`config.mk`:
```
export PLATFORM = sky130hd
export DESIGN_NAME = multi_mode_lamp_blinker_top
export DESIGN_NICKNAME = d
export VERILOG_FILES = /design/src/rtl/mmlb_pkg.sv /design/src/rtl/mmlb_core.sv /design/src/rtl/multi_mode_lamp_blinker_top.sv
export SDC_FILE = /design/constraint.sdc
export NUM_CORES = 1
export LEC_CHECK = 0
export BUFFER_PORTS_ARGS = -buffer_cell sky130_fd_sc_hd__buf_2
export CAP_MARGIN = 15
export CORE_ASPECT_RATIO = 1.75
export CORE_UTILIZATION = 30
export CTS_BUF_LIST = sky130_fd_sc_hd__clkbuf_8
export DETAILED_ROUTE_END_ITERATION = 8
export REMOVE_ABC_BUFFERS = 1
export SYNTH_ARGS = -nofsm -noshare
export SYNTH_HDL_FRONTEND = slang
export SYNTH_SLANG_ARGS = --single-unit
```
`constraint.sdc`:
```
create_clock -name clk -period 3.1 [get_ports clk]
set_clock_uncertainty 0.2 [all_clocks]
set_input_delay 0.155 -clock clk [delete_from_list [all_inputs] [get_ports clk]]
set_output_delay 0.155 -clock clk [all_outputs]
set_load 0.05 [all_outputs]
```
`src/rtl/mmlb_pkg.sv`:
```
// Shared types and constants for the multi-mode lamp blinker.
// No dependencies; imported by mmlb_core, multi_mode_lamp_blinker_top and the testbench.
package mmlb_pkg;

  // Configuration register map
  localparam int CFG_IDX_W = 2;
  localparam int CFG_DATA_W = 16;
  localparam logic [CFG_IDX_W-1:0] CFG_COURTESY_TIME = 2'd0;
  localparam logic [CFG_IDX_W-1:0] CFG_AUTO_CLOSE_TIME = 2'd1;

  // Pattern constants
  localparam logic [7:0] SLOW_DIV = 8'd3;
  localparam logic [7:0] RECOV_OFF_TICKS = 8'd3;
  localparam logic [7:0] RECOV_ON_TICKS = 8'd6;
  localparam logic [7:0] DPULSE_PERIOD = 8'd30;
  localparam logic [7:0] DPULSE_FIRST = 8'd0;
  localparam logic [7:0] DPULSE_SECOND = 8'd2;

  typedef enum logic [1:0] {
    LAMP_RAPID = 2'd0,
    LAMP_SLOW = 2'd1,
    LAMP_RECOVERY = 2'd2,
    LAMP_HOLD = 2'd3
  } lamp_mode_t;

  typedef enum logic [1:0] {
    IND_HOLD = 2'd0,
    IND_SLOW = 2'd1,
    IND_FAST = 2'd2,
    IND_DPULSE = 2'd3
  } ind_mode_t;

  // One tick as it comes in
  typedef struct packed {
    logic lamp_enable;
    lamp_mode_t lamp_mode;
    ind_mode_t indicator_mode;
    logic courtesy_start;
    logic auto_close_enable;
    logic mask_toggle_enable;
    logic preflash_count_enable;
  } item_t;

  // One result
  typedef struct packed {
    logic lamp_on;
    logic indicator_on;
    logic courtesy_on;
    logic auto_close_command;
    logic hmi_mask_phase;
    logic [7:0] preflash_ticks;
  } res_t;

  // Timer presets from the configuration registers
  typedef struct packed {
    logic [15:0] courtesy_time;
    logic [15:0] auto_close_time;
  } cfg_t;

endpackage

```
`src/rtl/mmlb_core.sv`:
```
// Tick state machines of the lamp blinker: all per-tick state and its update.
// Depends on mmlb_pkg. State advances once per tick when adv is high.
module mmlb_core import mmlb_pkg::*; (
  input  logic  clk,
  input  logic  rst_n,
  input  logic  adv,
  input  item_t item,
  input  cfg_t  cfg,
  output res_t  res
);

  logic        lamp_level_r, lamp_level_nxt;
  logic [7:0]  lamp_div_r, lamp_div_nxt;
  logic        ind_level_r, ind_level_nxt;
  logic [7:0]  ind_div_r, ind_div_nxt;
  logic        court_active_r, court_active_nxt;
  logic [15:0] court_count_r, court_count_nxt;
  logic [15:0] close_count_r, close_count_nxt;
  logic        close_cmd_r, close_cmd_nxt;
  logic        mask_phase_r, mask_phase_nxt;
  logic [7:0]  preflash_r, preflash_nxt;

  logic [7:0]  lamp_inc, ind_inc;
  logic [15:0] court_base, court_inc, close_inc;
  logic        court_on;

  assign lamp_inc = lamp_div_r + 8'd1;
  assign ind_inc = ind_div_r + 8'd1;

  // Flashing lamp
  always_comb begin
    lamp_level_nxt = lamp_level_r;
    lamp_div_nxt = lamp_div_r;
    if (item.lamp_enable) begin
      unique case (item.lamp_mode)
        LAMP_RAPID: lamp_level_nxt = ~lamp_level_r;
        LAMP_SLOW: begin
          if (lamp_inc == SLOW_DIV) begin
            lamp_div_nxt = '0;
            lamp_level_nxt = ~lamp_level_r;
          end else begin
            lamp_div_nxt = lamp_inc;
          end
        end
        LAMP_RECOVERY: begin
          lamp_div_nxt = lamp_inc;
          if (lamp_inc == RECOV_OFF_TICKS && !lamp_level_r) begin
            lamp_div_nxt = '0;
            lamp_level_nxt = 1'b1;
          end else if (lamp_inc == RECOV_ON_TICKS && lamp_level_r) begin
            lamp_div_nxt = '0;
            lamp_level_nxt = 1'b0;
          end
        end
        default: ;
      endcase
    end
  end

  // Gate-open indicator
  always_comb begin
    ind_level_nxt = ind_level_r;
    ind_div_nxt = ind_div_r;
    unique case (item.indicator_mode)
      IND_SLOW: begin
        if (ind_inc == SLOW_DIV) begin
          ind_div_nxt = '0;
          ind_level_nxt = ~ind_level_r;
        end else begin
          ind_div_nxt = ind_inc;
        end
      end
      IND_FAST: ind_level_nxt = ~ind_level_r;
      IND_DPULSE: begin
        ind_div_nxt = (ind_inc == DPULSE_PERIOD) ? 8'd0 : ind_inc;
        ind_level_nxt = (ind_div_nxt == DPULSE_FIRST) || (ind_div_nxt == DPULSE_SECOND);
      end
      default: ;
    endcase
  end

  // Courtesy light: a start restarts the count before this tick counts
  assign court_on = item.courtesy_start | court_active_r;
  assign court_base = item.courtesy_start ? 16'd0 : court_count_r;
  assign court_inc = court_base + 16'd1;

  always_comb begin
    court_active_nxt = court_on;
    court_count_nxt = court_base;
    if (court_on) begin
      court_count_nxt = court_inc;
      if (court_inc == cfg.courtesy_time) court_active_nxt = 1'b0;
    end
  end

  // Auto-close timer, mask and pre-flash counter
  assign close_inc = close_count_r + 16'd1;

  always_comb begin
    if (item.auto_close_enable) begin
      close_count_nxt = close_inc;
      close_cmd_nxt = close_cmd_r | (close_inc == cfg.auto_close_time);
    end else begin
      close_count_nxt = '0;
      close_cmd_nxt = 1'b0;
    end
    mask_phase_nxt = mask_phase_r ^ item.mask_toggle_enable;
    preflash_nxt = item.preflash_count_enable ? preflash_r + 8'd1 : 8'd0;
  end

  // Advance all state on each processed tick
  always_ff @(posedge clk) begin
    if (!rst_n) begin
      lamp_level_r <= 1'b0;
      lamp_div_r <= '0;
      ind_level_r <= 1'b0;
      ind_div_r <= '0;
      court_active_r <= 1'b0;
      court_count_r <= '0;
      close_count_r <= '0;
      close_cmd_r <= 1'b0;
      mask_phase_r <= 1'b0;
      preflash_r <= '0;
    end else if (adv) begin
      lamp_level_r <= lamp_level_nxt;
      lamp_div_r <= lamp_div_nxt;
      ind_level_r <= ind_level_nxt;
      ind_div_r <= ind_div_nxt;
      court_active_r <= court_active_nxt;
      court_count_r <= court_count_nxt;
      close_count_r <= close_count_nxt;
      close_cmd_r <= close_cmd_nxt;
      mask_phase_r <= mask_phase_nxt;
      preflash_r <= preflash_nxt;
    end
  end

  // The state after a tick is the result of that tick
  assign res.lamp_on = lamp_level_r;
  assign res.indicator_on = ind_level_r;
  assign res.courtesy_on = court_active_r;
  assign res.auto_close_command = close_cmd_r;
  assign res.hmi_mask_phase = mask_phase_r;
  assign res.preflash_ticks = preflash_r;

  // Check state update against the tick that caused it
  property p_preflash_clear;
    @(posedge clk) disable iff (!rst_n)
      adv && !item.preflash_count_enable |=> preflash_r == 8'd0;
  endproperty
  a_preflash_clear: assert property (p_preflash_clear)
    else $error("pre-flash counter not cleared");

  property p_close_clear;
    @(posedge clk) disable iff (!rst_n)
      adv && !item.auto_close_enable |=> !close_cmd_r && close_count_r == 16'd0;
  endproperty
  a_close_clear: assert property (p_close_clear)
    else $error("auto-close not cleared");

  property p_court_start;
    @(posedge clk) disable iff (!rst_n)
      adv && item.courtesy_start |=> court_count_r == 16'd1;
  endproperty
  a_court_start: assert property (p_court_start)
    else $error("courtesy count not restarted");

  property p_hold;
    @(posedge clk) disable iff (!rst_n)
      !adv |=> $stable(lamp_div_r) && $stable(court_count_r) && $stable(close_count_r);
  endproperty
  a_hold: assert property (p_hold)
    else $error("state moved without a tick");

endmodule

```
`src/rtl/multi_mode_lamp_blinker_top.sv`:
```
// Multi-mode lamp blinker top level: handshake stages and config registers.
// Depends on mmlb_pkg and mmlb_core.
//
// An accepted tick is held in the input register until the result slot is free or
// being taken; its result is then registered in the tick state and shown on out_*.
// Throughput: one tick per cycle while out_ready stays high; the input register feeds
// the tick logic, whose state registers double as the result register.
// Reset (rst_n low, synchronous) clears all tick state, both presets and valids.
module multi_mode_lamp_blinker_top import mmlb_pkg::*; (
  input  logic                 clk,
  input  logic                 rst_n,
  input  logic                 cfg_we,
  input  logic [CFG_IDX_W-1:0] cfg_index,
  input  logic [CFG_DATA_W-1:0] cfg_wdata,
  input  logic                 in_valid,
  output logic                 in_ready,
  input  logic                 in_lamp_enable,
  input  logic [1:0]           in_lamp_mode,
  input  logic [1:0]           in_indicator_mode,
  input  logic                 in_courtesy_start,
  input  logic                 in_auto_close_enable,
  input  logic                 in_mask_toggle_enable,
  input  logic                 in_preflash_count_enable,
  output logic                 out_valid,
  input  logic                 out_ready,
  output logic                 out_lamp_on,
  output logic                 out_indicator_on,
  output logic                 out_courtesy_on,
  output logic                 out_auto_close_command,
  output logic                 out_hmi_mask_phase,
  output logic [7:0]           out_preflash_ticks
);

  cfg_t  cfg_r;
  item_t item_r;
  logic  item_valid_r;
  logic  out_valid_r;
  logic  adv;
  res_t  res;

  // Configuration writes; unknown indexes are dropped
  always_ff @(posedge clk) begin
    if (!rst_n) begin
      cfg_r <= '0;
    end else if (cfg_we) begin
      unique case (cfg_index)
        CFG_COURTESY_TIME: cfg_r.courtesy_time <= cfg_wdata;
        CFG_AUTO_CLOSE_TIME: cfg_r.auto_close_time <= cfg_wdata;
        default: ;
      endcase
    end
  end

  // Process the held tick when the result slot is free or being taken
  assign adv = item_valid_r && (!out_valid_r || out_ready);
  assign in_ready = !item_valid_r || adv;

  // Input register
  always_ff @(posedge clk) begin
    if (!rst_n) begin
      item_valid_r <= 1'b0;
    end else if (in_ready) begin
      item_valid_r <= in_valid;
    end
  end

  always_ff @(posedge clk) begin
    if (in_valid && in_ready) begin
      item_r.lamp_enable <= in_lamp_enable;
      item_r.lamp_mode <= lamp_mode_t'(in_lamp_mode);
      item_r.indicator_mode <= ind_mode_t'(in_indicator_mode);
      item_r.courtesy_start <= in_courtesy_start;
      item_r.auto_close_enable <= in_auto_close_enable;
      item_r.mask_toggle_enable <= in_mask_toggle_enable;
      item_r.preflash_count_enable <= in_preflash_count_enable;
    end
  end

  // Result valid: set on a processed tick, drop on transfer
  always_ff @(posedge clk) begin
    if (!rst_n) begin
      out_valid_r <= 1'b0;
    end else if (adv) begin
      out_valid_r <= 1'b1;
    end else if (out_ready) begin
      out_valid_r <= 1'b0;
    end
  end

  mmlb_core u_core (
    .clk  (clk),
    .rst_n(rst_n),
    .adv  (adv),
    .item (item_r),
    .cfg  (cfg_r),
    .res  (res)
  );

  assign out_valid = out_valid_r;
  assign out_lamp_on = res.lamp_on;
  assign out_indicator_on = res.indicator_on;
  assign out_courtesy_on = res.courtesy_on;
  assign out_auto_close_command = res.auto_close_command;
  assign out_hmi_mask_phase = res.hmi_mask_phase;
  assign out_preflash_ticks = res.preflash_ticks;

  // Pipeline control checks
  property p_adv_fills;
    @(posedge clk) disable iff (!rst_n) adv |=> out_valid_r;
  endproperty
  a_adv_fills: assert property (p_adv_fills)
    else $error("processed tick produced no result");

  property p_no_overwrite;
    @(posedge clk) disable iff (!rst_n) out_valid_r && !out_ready |-> !adv;
  endproperty
  a_no_overwrite: assert property (p_no_overwrite)
    else $error("stalled result overwritten");

  property p_stall_holds_item;
    @(posedge clk) disable iff (!rst_n)
      item_valid_r && !adv |=> item_valid_r && $stable(item_r);
  endproperty
  a_stall_holds_item: assert property (p_stall_holds_item)
    else $error("waiting tick lost");

endmodule

```
==> results of run 1 <==
-- cell families (layout without fill, tap and decap cells) --
| family | count (synthesis) | in the layout |
|---|---|---|
| compound gates | 170 | 170 |
| xor+xnor | 59 | 59 |
| fa+ha+maj | 12 | 12 |
| buf+inv | 53 | 117 |
| flops | 104 | 104 |
| mux | 3 | 3 |
| simple gates | 330 | 330 |
-- stage by stage --
stage / instances / hold WS [ns] / power (mW)
floorplan: 693 / 0.05387 / 1.576
global placement: 990 / 0.1319 / 1.677
detailed placement: 990 / 0.1339 / 1.680
CTS: 1036 / 0.02930 / 2.605
global route: 1036 / 0.03265 / 2.678
finish: 1036 / 0.03226 / 2.566
-- worst max path at each step --
stage / slack (ns) / start / endpoint
CTS: 0.41 / u_core.court_count_r[0] / u_core.court_active_r
global placement: 0.48 / u_core.court_count_r[0] / u_core.court_active_r
global route: 0.18 / u_core.court_count_r[0] / u_core.court_active_r
detailed placement: 0.44 / u_core.court_count_r[0] / u_core.court_active_r
finish: 0.41 / u_core.court_count_r[0] / u_core.court_active_r
floorplan: 0.33 / item_r[3] / u_core.court_active_r
-- critical path: stages, from the launching register on --
cell     delay (ns)
dfxtp_1        0.43
nor2b_1        0.27
ha_1           0.29
nand3_2        0.18
nor2_1         0.31
nand3_1        0.17
mux2i_1        0.16
xor2_1         0.15
nor4_1         0.30
a31oi_1        0.12
-- sequential cells by signal, indices dropped and copies added, names as in the netlist --
register	count
cfg_r	32
item_r	9
item_valid_r	1
out_valid	1
u_core.close_cmd_r	1
u_core.close_count_r	16
u_core.court_active_r	1
u_core.court_count_r	16
u_core.ind_div_r	8
u_core.ind_level_r	1
u_core.lamp_div_r	8
u_core.lamp_level_r	1
u_core.mask_phase_r	1
u_core.preflash_r	8
-- placed cells by master, fill, tap and decap left out, types with 16 or more instances in the layout --
cell type      Yosys  final
xnor2_1           39     39
xor2_1            20     20
inv_1             15     17
o21ai_0           47     47
buf_2              7     46
dlygate4sd3_1      0     30
nor2b_1           34     34
nand3_1           26     26
dfxtp_1           95     95
nor3_1            16     16
a21oi_1           30     30
and2_1            21     21
nand2_1          131    131
a21boi_0          37     37
nor2_1            34     34
-- repair_timing --
| action | 4_1_cts | 5_1_grt |
|---|---|---|
| buffers inserted | 0 | 0 |
| hold endpoints to repair | 43 | 0 |
| hold buffers | 30 | 0 |
-- layer usage --
| layer | track usage | part of all wire | vias to the layer above |
|---|---|---|---|
| met1 | 0.1518 | 0.39 | 2478 |
| li1 | - | - | 2661 |
| met3 | 0.01807 | 0.029 | 35 |
| met5 | 0 | 0 | - |
| met4 | 0.08377 | 0.036 | 0 |
| met2 | 0.2842 | 0.54 | 97 |
-- final cells by class --
type	instances	area, um2	share of cell area
Sequential cell	104	2172	0.3166
Clock inverter	6	60.06	0.008754
Multi-Input combinational cell	574	3527	0.5141
Tap cell	241	301.5	0.04395
Inverter	15	56.30	0.008207
Clock buffer	10	137.6	0.02006
Timing Repair Buffer	86	605.6	0.08827
-- power by group through the flow --
stage / sequential (mW) / combinational [mW] / clock, mW
2_1_floorplan: 1.46 / 0.115 / 0
3_3_place_gp: 1.44 / 0.234 / 0
3_5_place_dp: 1.44 / 0.236 / 0
4_1_cts: 1.41 / 0.265 / 0.926
5_1_grt: 1.42 / 0.289 / 0.971
6_report: 1.41 / 0.263 / 0.891
==> impl_results.md, run 1 <==
- CTS root buffer: clkbuf_8
- Final WL: between 10000 and 15000 um
- Clk slew on worst S/H paths: between 0.1 and 0.15 ns
- Area share of the largest cell type after synthesis: 0.3220
- Synth warn: 0
- Max-cap violations: 0
- #FFs+latches synth: approximately 100
- Placed Area: 6362 um2
- Count of pins over their slew limit: 0
- DRT iter0 DRCs: approximately 210
- Critical path type: flop to flop
- Flop pwr share: 0.550
- Rel. slew slack: 0.4796
- Hold crit path type: input pin to flop
- Die Y: between 150 and 200 um
- Filler Cell Count: between 1500 and 2000
- Synth Cell Area: ~6000 um2
- R2R depth: 9
- Htree depth: 3
- Mean Syn Cell Area: roughly 8.1 um2
- LEAKAGE: 2.595 nW
- GRT Total Usage: 0.1494
- DR vias: between 5000 and 6000
- Nets: about 830
- Gr ovfl total: 0
- Vias in the first global route: about 5000
- Hold EP: u_core.close_cmd_r
- Clock power frac: 0.347
- Setup slack, reg-to-reg: roughly 0.4 ns
- Area Growth Syn to Fin: 16.17%
- Fin Setup TNS: 0 ns
- XOR/XNOR Fraction of Synth Area: 0.08750
- Top-count cell post-synth: nand2_1
- Ys flop type: dfxtp_1
- Sequential-to-total area share from yosys stat: 0.3678
- Synth Area in Simple Gates: 0.2926
- Compound-cell area share of the yosys netlist: 0.1858
- Gpl congestion: about 0.86
- Adder-Cell Fraction of Synth Area: 0.02542
- CTS Buffer Depth: 2
- FFs w/ async S/R, synth: 0
- Inserted Clock Buffers: 9
- Vias/cell: just over 5
- Initial antenna violation count: 0
- Internal Dissipation: about 1.9 mW
- Initial Utilization: 0.3076
- Status: completed
- Row count: 67
- Top cells by area, synth: dfxtp_1, nand2_1, xnor2_1
- Antenna Cells: 0
- Type of origin of the critical path: flop
- TritonCTS Sinks: ~100
- Post-route ant nets: 0
- # IOs: 47
- Fin area: 6860 um2
- Critical path endpoint category: flop
- Cts repair resizes: 0
- Switching Share: 0.2634
- Combinational Power Share: 0.103
- Fmax: approximately 370 MHz
- Post-synthesis mux area share: 0.005085
- Most frequent cells after synthesis: nand2_1, dfxtp_1, o21ai_0, xnor2_1, a21boi_0
- Final hold viol count: 0
- Mapped Cells: about 730
- Pre-antenna DRT Iters: 4
- Final worst slack: approximately 0.41 ns
- Worst-Margin Slew: approximately 0.77 ns
- DR DRC count: 0
- Unrepaired setup endpoints after global routing: false
- Die area: slightly above 20000 um2
- Switching power: between 600 and 700 uW
- Final HPWL DP: 10660 um
- Largest family of logic cells by synthesized area: simple AND/OR/NAND/NOR gates
- Critical Path RT: around 3.2 ns
- Setup Viol. Count Final: 0
- Fin crit share: 0.8680
- CTS tree: built
- Core Region: 19200 um2
- Post-Route Utilization: 0.3574
- Worst reg2reg startpoint: u_core.court_count_r[0]
- Share of layout cells above drive strength 1: 0.1082
- Worst hold stages: 3
- FF-to-FF End: u_core.court_active_r
- Worst-path fanout max: 5
- Crit path DAT: ~2.8 ns
- Buffers added on ports: 46
- Number of library cell types mapped by synthesis: around 70
- Hold path startpoint: rst_n
- DP Worst Slack: between 0.4 and 0.5 ns
- Post-synth EDFFs: 9
- Clock latency on the worst-skew pair: 0.40 ns
- PwrDens: ~370 nW/um2
- Die X: 108.1 um
- Cell accounting for the most synthesized area: dfxtp_1
- Min cycle time layout: 2.691 ns
- Global-route wire length before repair: 23910 um
- Largest net degree at the start of global routing: 60
- VDD IR max: between 0.00015 and 0.0002 V
- DR WL/cell: 14.19 um
(Power assumes the default switching activity.)
==> inputs of run 2 (changes only) <==
--- a/config.mk
+++ b/config.mk
@@ -8,6 +8,7 @@
 export BUFFER_PORTS_ARGS = -buffer_cell sky130_fd_sc_hd__buf_2
 export CAP_MARGIN = 15
 export CORE_ASPECT_RATIO = 1.75
+export CORE_MARGIN = 8
 export CORE_UTILIZATION = 30
 export CTS_BUF_LIST = sky130_fd_sc_hd__clkbuf_8
 export DETAILED_ROUTE_END_ITERATION = 8
==> constraint.sdc (replaced) <==
create_clock -name clk -period 2.6 [get_ports clk]
set_clock_uncertainty 0.2 [all_clocks]
set_input_delay 0.13 -clock clk [delete_from_list [all_inputs] [get_ports clk]]
set_output_delay 0.13 -clock clk [all_outputs]
set_load 0.05 [all_outputs]
==> run 2 against run 1 <==
- non-clock buffer count increased by 19
- global-route usage decreased by 2.5 points
- routed wire length increased by 1.6%
- largest power group unchanged
- design area increased by 2.0%
- sequential cell count unchanged
- critical path type unchanged
- highest routed layer unchanged
- sequential power increased by 19%
- hold slack got worse by 0.032 ns
- critical path depth unchanged
- clock power increased by 12%
- combinational power increased by 23%
- cell count increased by 2.2%
==> impl_results.md, run 2 (synthesis gave the netlist of run 1 again) <==
- Global-route wire length before repair: 25040 um (+4.7%)
- CTS Buffer Depth: 2 (unchanged)
- DR WL/cell: 14.11 um (-0.59%)
- Die Y: 201.6 um (+7.5%)
- Worst-Margin Slew: 0.6524 ns (-0.1212 ns)
- DRT iter0 DRCs: 248 (+16%)
- Count of pins over their slew limit: 0 (unchanged)
- Unrepaired setup endpoints after global routing: false
- LEAKAGE: 2.681 nW (+3.3%)
- CTS tree: built
- Status: completed
- Nets: 853 (+2.3%)
- Commonest non-fill, non-tap cells in the layout: nand2_1, dfxtp_1, o21ai_0
- DP Worst Slack: 0.1409 ns (-0.2997 ns)
- Die X: 122.1 um (+13%)
- Pre-antenna DRT Iters: 4 (unchanged)
- Max reg flops: 32 (unchanged)
- Worst reg2reg startpoint: item_r[3]
- Power Total: 3.003 mW (+17%)
- Critical Path RT: 2.68 ns (-0.49 ns)
- Core Region: 19480 um2 (+1.5%)
- Max-cap violations: 0 (unchanged)
- Buffers added on ports: 46 (unchanged)
- Crit path DAT: 2.46 ns (-0.30 ns)
- Hold path startpoint: rst_n
- Antenna Cells: 0 (unchanged)
- Initial antenna violation count: 0 (unchanged)
- Final worst slack: 0.2180 ns (-0.1913 ns)
- # IOs: 47 (unchanged)
- GRT Total Usage: 0.1245 (-0.02491)
- Setup Viol. Count Final: 0 (unchanged)
- Min cycle time layout: 2.382 ns (-0.3087 ns)
- Die area: 24610 um2 (+21%)
- DR vias: 5221 (-0.95%)
- Largest net degree at the start of global routing: 68 (+13%)
- TritonCTS Sinks: 104 (unchanged)
- Area Growth Syn to Fin: 18.47%
- Clock latency on the worst-skew pair: 0.38 ns (-0.02 ns)
- Post-route ant nets: 0 (unchanged)
- Vias/cell: 4.930 (-3.1%)
- PwrDens: 429.1 nW/um2 (+15%)
- Crit. Startpoint: item_r[3]
- Hold crit path type: input pin to flop
- Largest Register: cfg_r
- Type of origin of the critical path: flop
- Final HPWL DP: 11150 um (+4.6%)
- Initial Utilization: 0.3031 (-0.004524)
- Critical path endpoint category: flop
- Post-Route Utilization: 0.3591 (+0.001744)
- Htree depth: 3 (unchanged)
- Post CTS Setup Buffer Count: 0 (unchanged)
- Clk slew on worst S/H paths: 0.12 ns (about the same)
- Critical path type: flop to flop
- Filler Cell Count: 2018 (+1.7%)
- VDD IR max: 0.0002253 V (+31%)
- Row count: 68 (+1.5%)
- Gr ovfl total: 0 (unchanged)
- Fmax: 419.8 MHz (+13%)
- Biggest regs: cfg_r x32, u_core.close_count_r x16, u_core.court_count_r x16
- DR DRC count: 0 (unchanged)
- CTS root buffer: clkbuf_8
- Worst-path fanout max: 5 (unchanged)
- Most common cell after layout, fill and taps aside: nand2_1
- Final WL: 14940 um (+1.6%)
- Gpl congestion: 0.8517 (-0.65%)
- Final hold viol count: 0 (unchanged)
- Share of layout cells above drive strength 1: 0.1376 (+0.02942)
- Inserted Clock Buffers: 9 (unchanged)
- Fin crit share: 0.9162 (+0.04818)
- Rel. slew slack: 0.5637 (+0.08409)
- Vias in the first global route: 5177 (+2.9%)
[run 2: area by class of cell]
| cell class | instances | area, um2 | share of cell area |
|---|---|---|---|
| clock buffers | 9 | 123.9 | 0.01770 |
| clock inverters | 7 | 60.06 | 0.008584 |
| inverters | 15 | 56.30 | 0.008047 |
| multi-input cells | 574 | 3535 | 0.5052 |
| flip-flops and latches | 104 | 2172 | 0.3104 |
| well taps | 245 | 306.5 | 0.04381 |
| repair buffers | 105 | 743.2 | 0.1062 |
[run 2: path summary, 6_finish.rpt]
| kind | endpoint | slack (ns) | cells after the start |
|---|---|---|---|
| min | u_core.close_cmd_r | 0.0002 | 3 |
| max | u_core.court_active_r | 0.22 | 9 |
| min reg2reg | u_core.close_cmd_r | 0.28 | 2 |
| max reg2reg | u_core.court_active_r | 0.22 | 9 |
[run 2: per-stage QoR]
stage / cell area (um2) / TNS, ns / cells / hold slack [ns]
finish: 6997 / 0 / 1059 / 0.0001672
CTS: 6989 / 0 / 1059 / 0.001550
global route: 6997 / 0 / 1059 / 0.01173
global placement: 6525 / 0 / 1015 / 0.1076
floorplan: 5751 / -0.2401 / 693 / 0.02887
detailed placement: 6525 / 0 / 1015 / 0.1087
[run 2: metal layers]
layer,wire [um],GRT usage
met1,5839,0.1258
met2,8282,0.2381
met3,374,0.01544
met4,444,0.06302
met5,0,0
[run 2: critical path: stages, from the launching register on]
cell and delay (ns):
edfxtp_1 0.45, nor2b_1 0.18, ha_2 0.25, nand3_2 0.17, nor2_2 0.20, nand3_1 0.14, mux2i_1 0.16, xor2_1 0.15
nor4_1 0.28, a31oi_1 0.11
[run 2: power breakdown]
part | switching [mW] | internal, mW | total, mW
logic | 0.183 | 0.141 | 0.324
clock network | 0.628 | 0.370 | 0.998
registers | 0.0298 | 1.65 | 1.68
[run 2: timing repair]
action	in CTS	in global routing
endpoints found under the setup margin	0	2
endpoints found under the hold margin	43	0
hold buffers	28	0
gates resized for setup	0	3
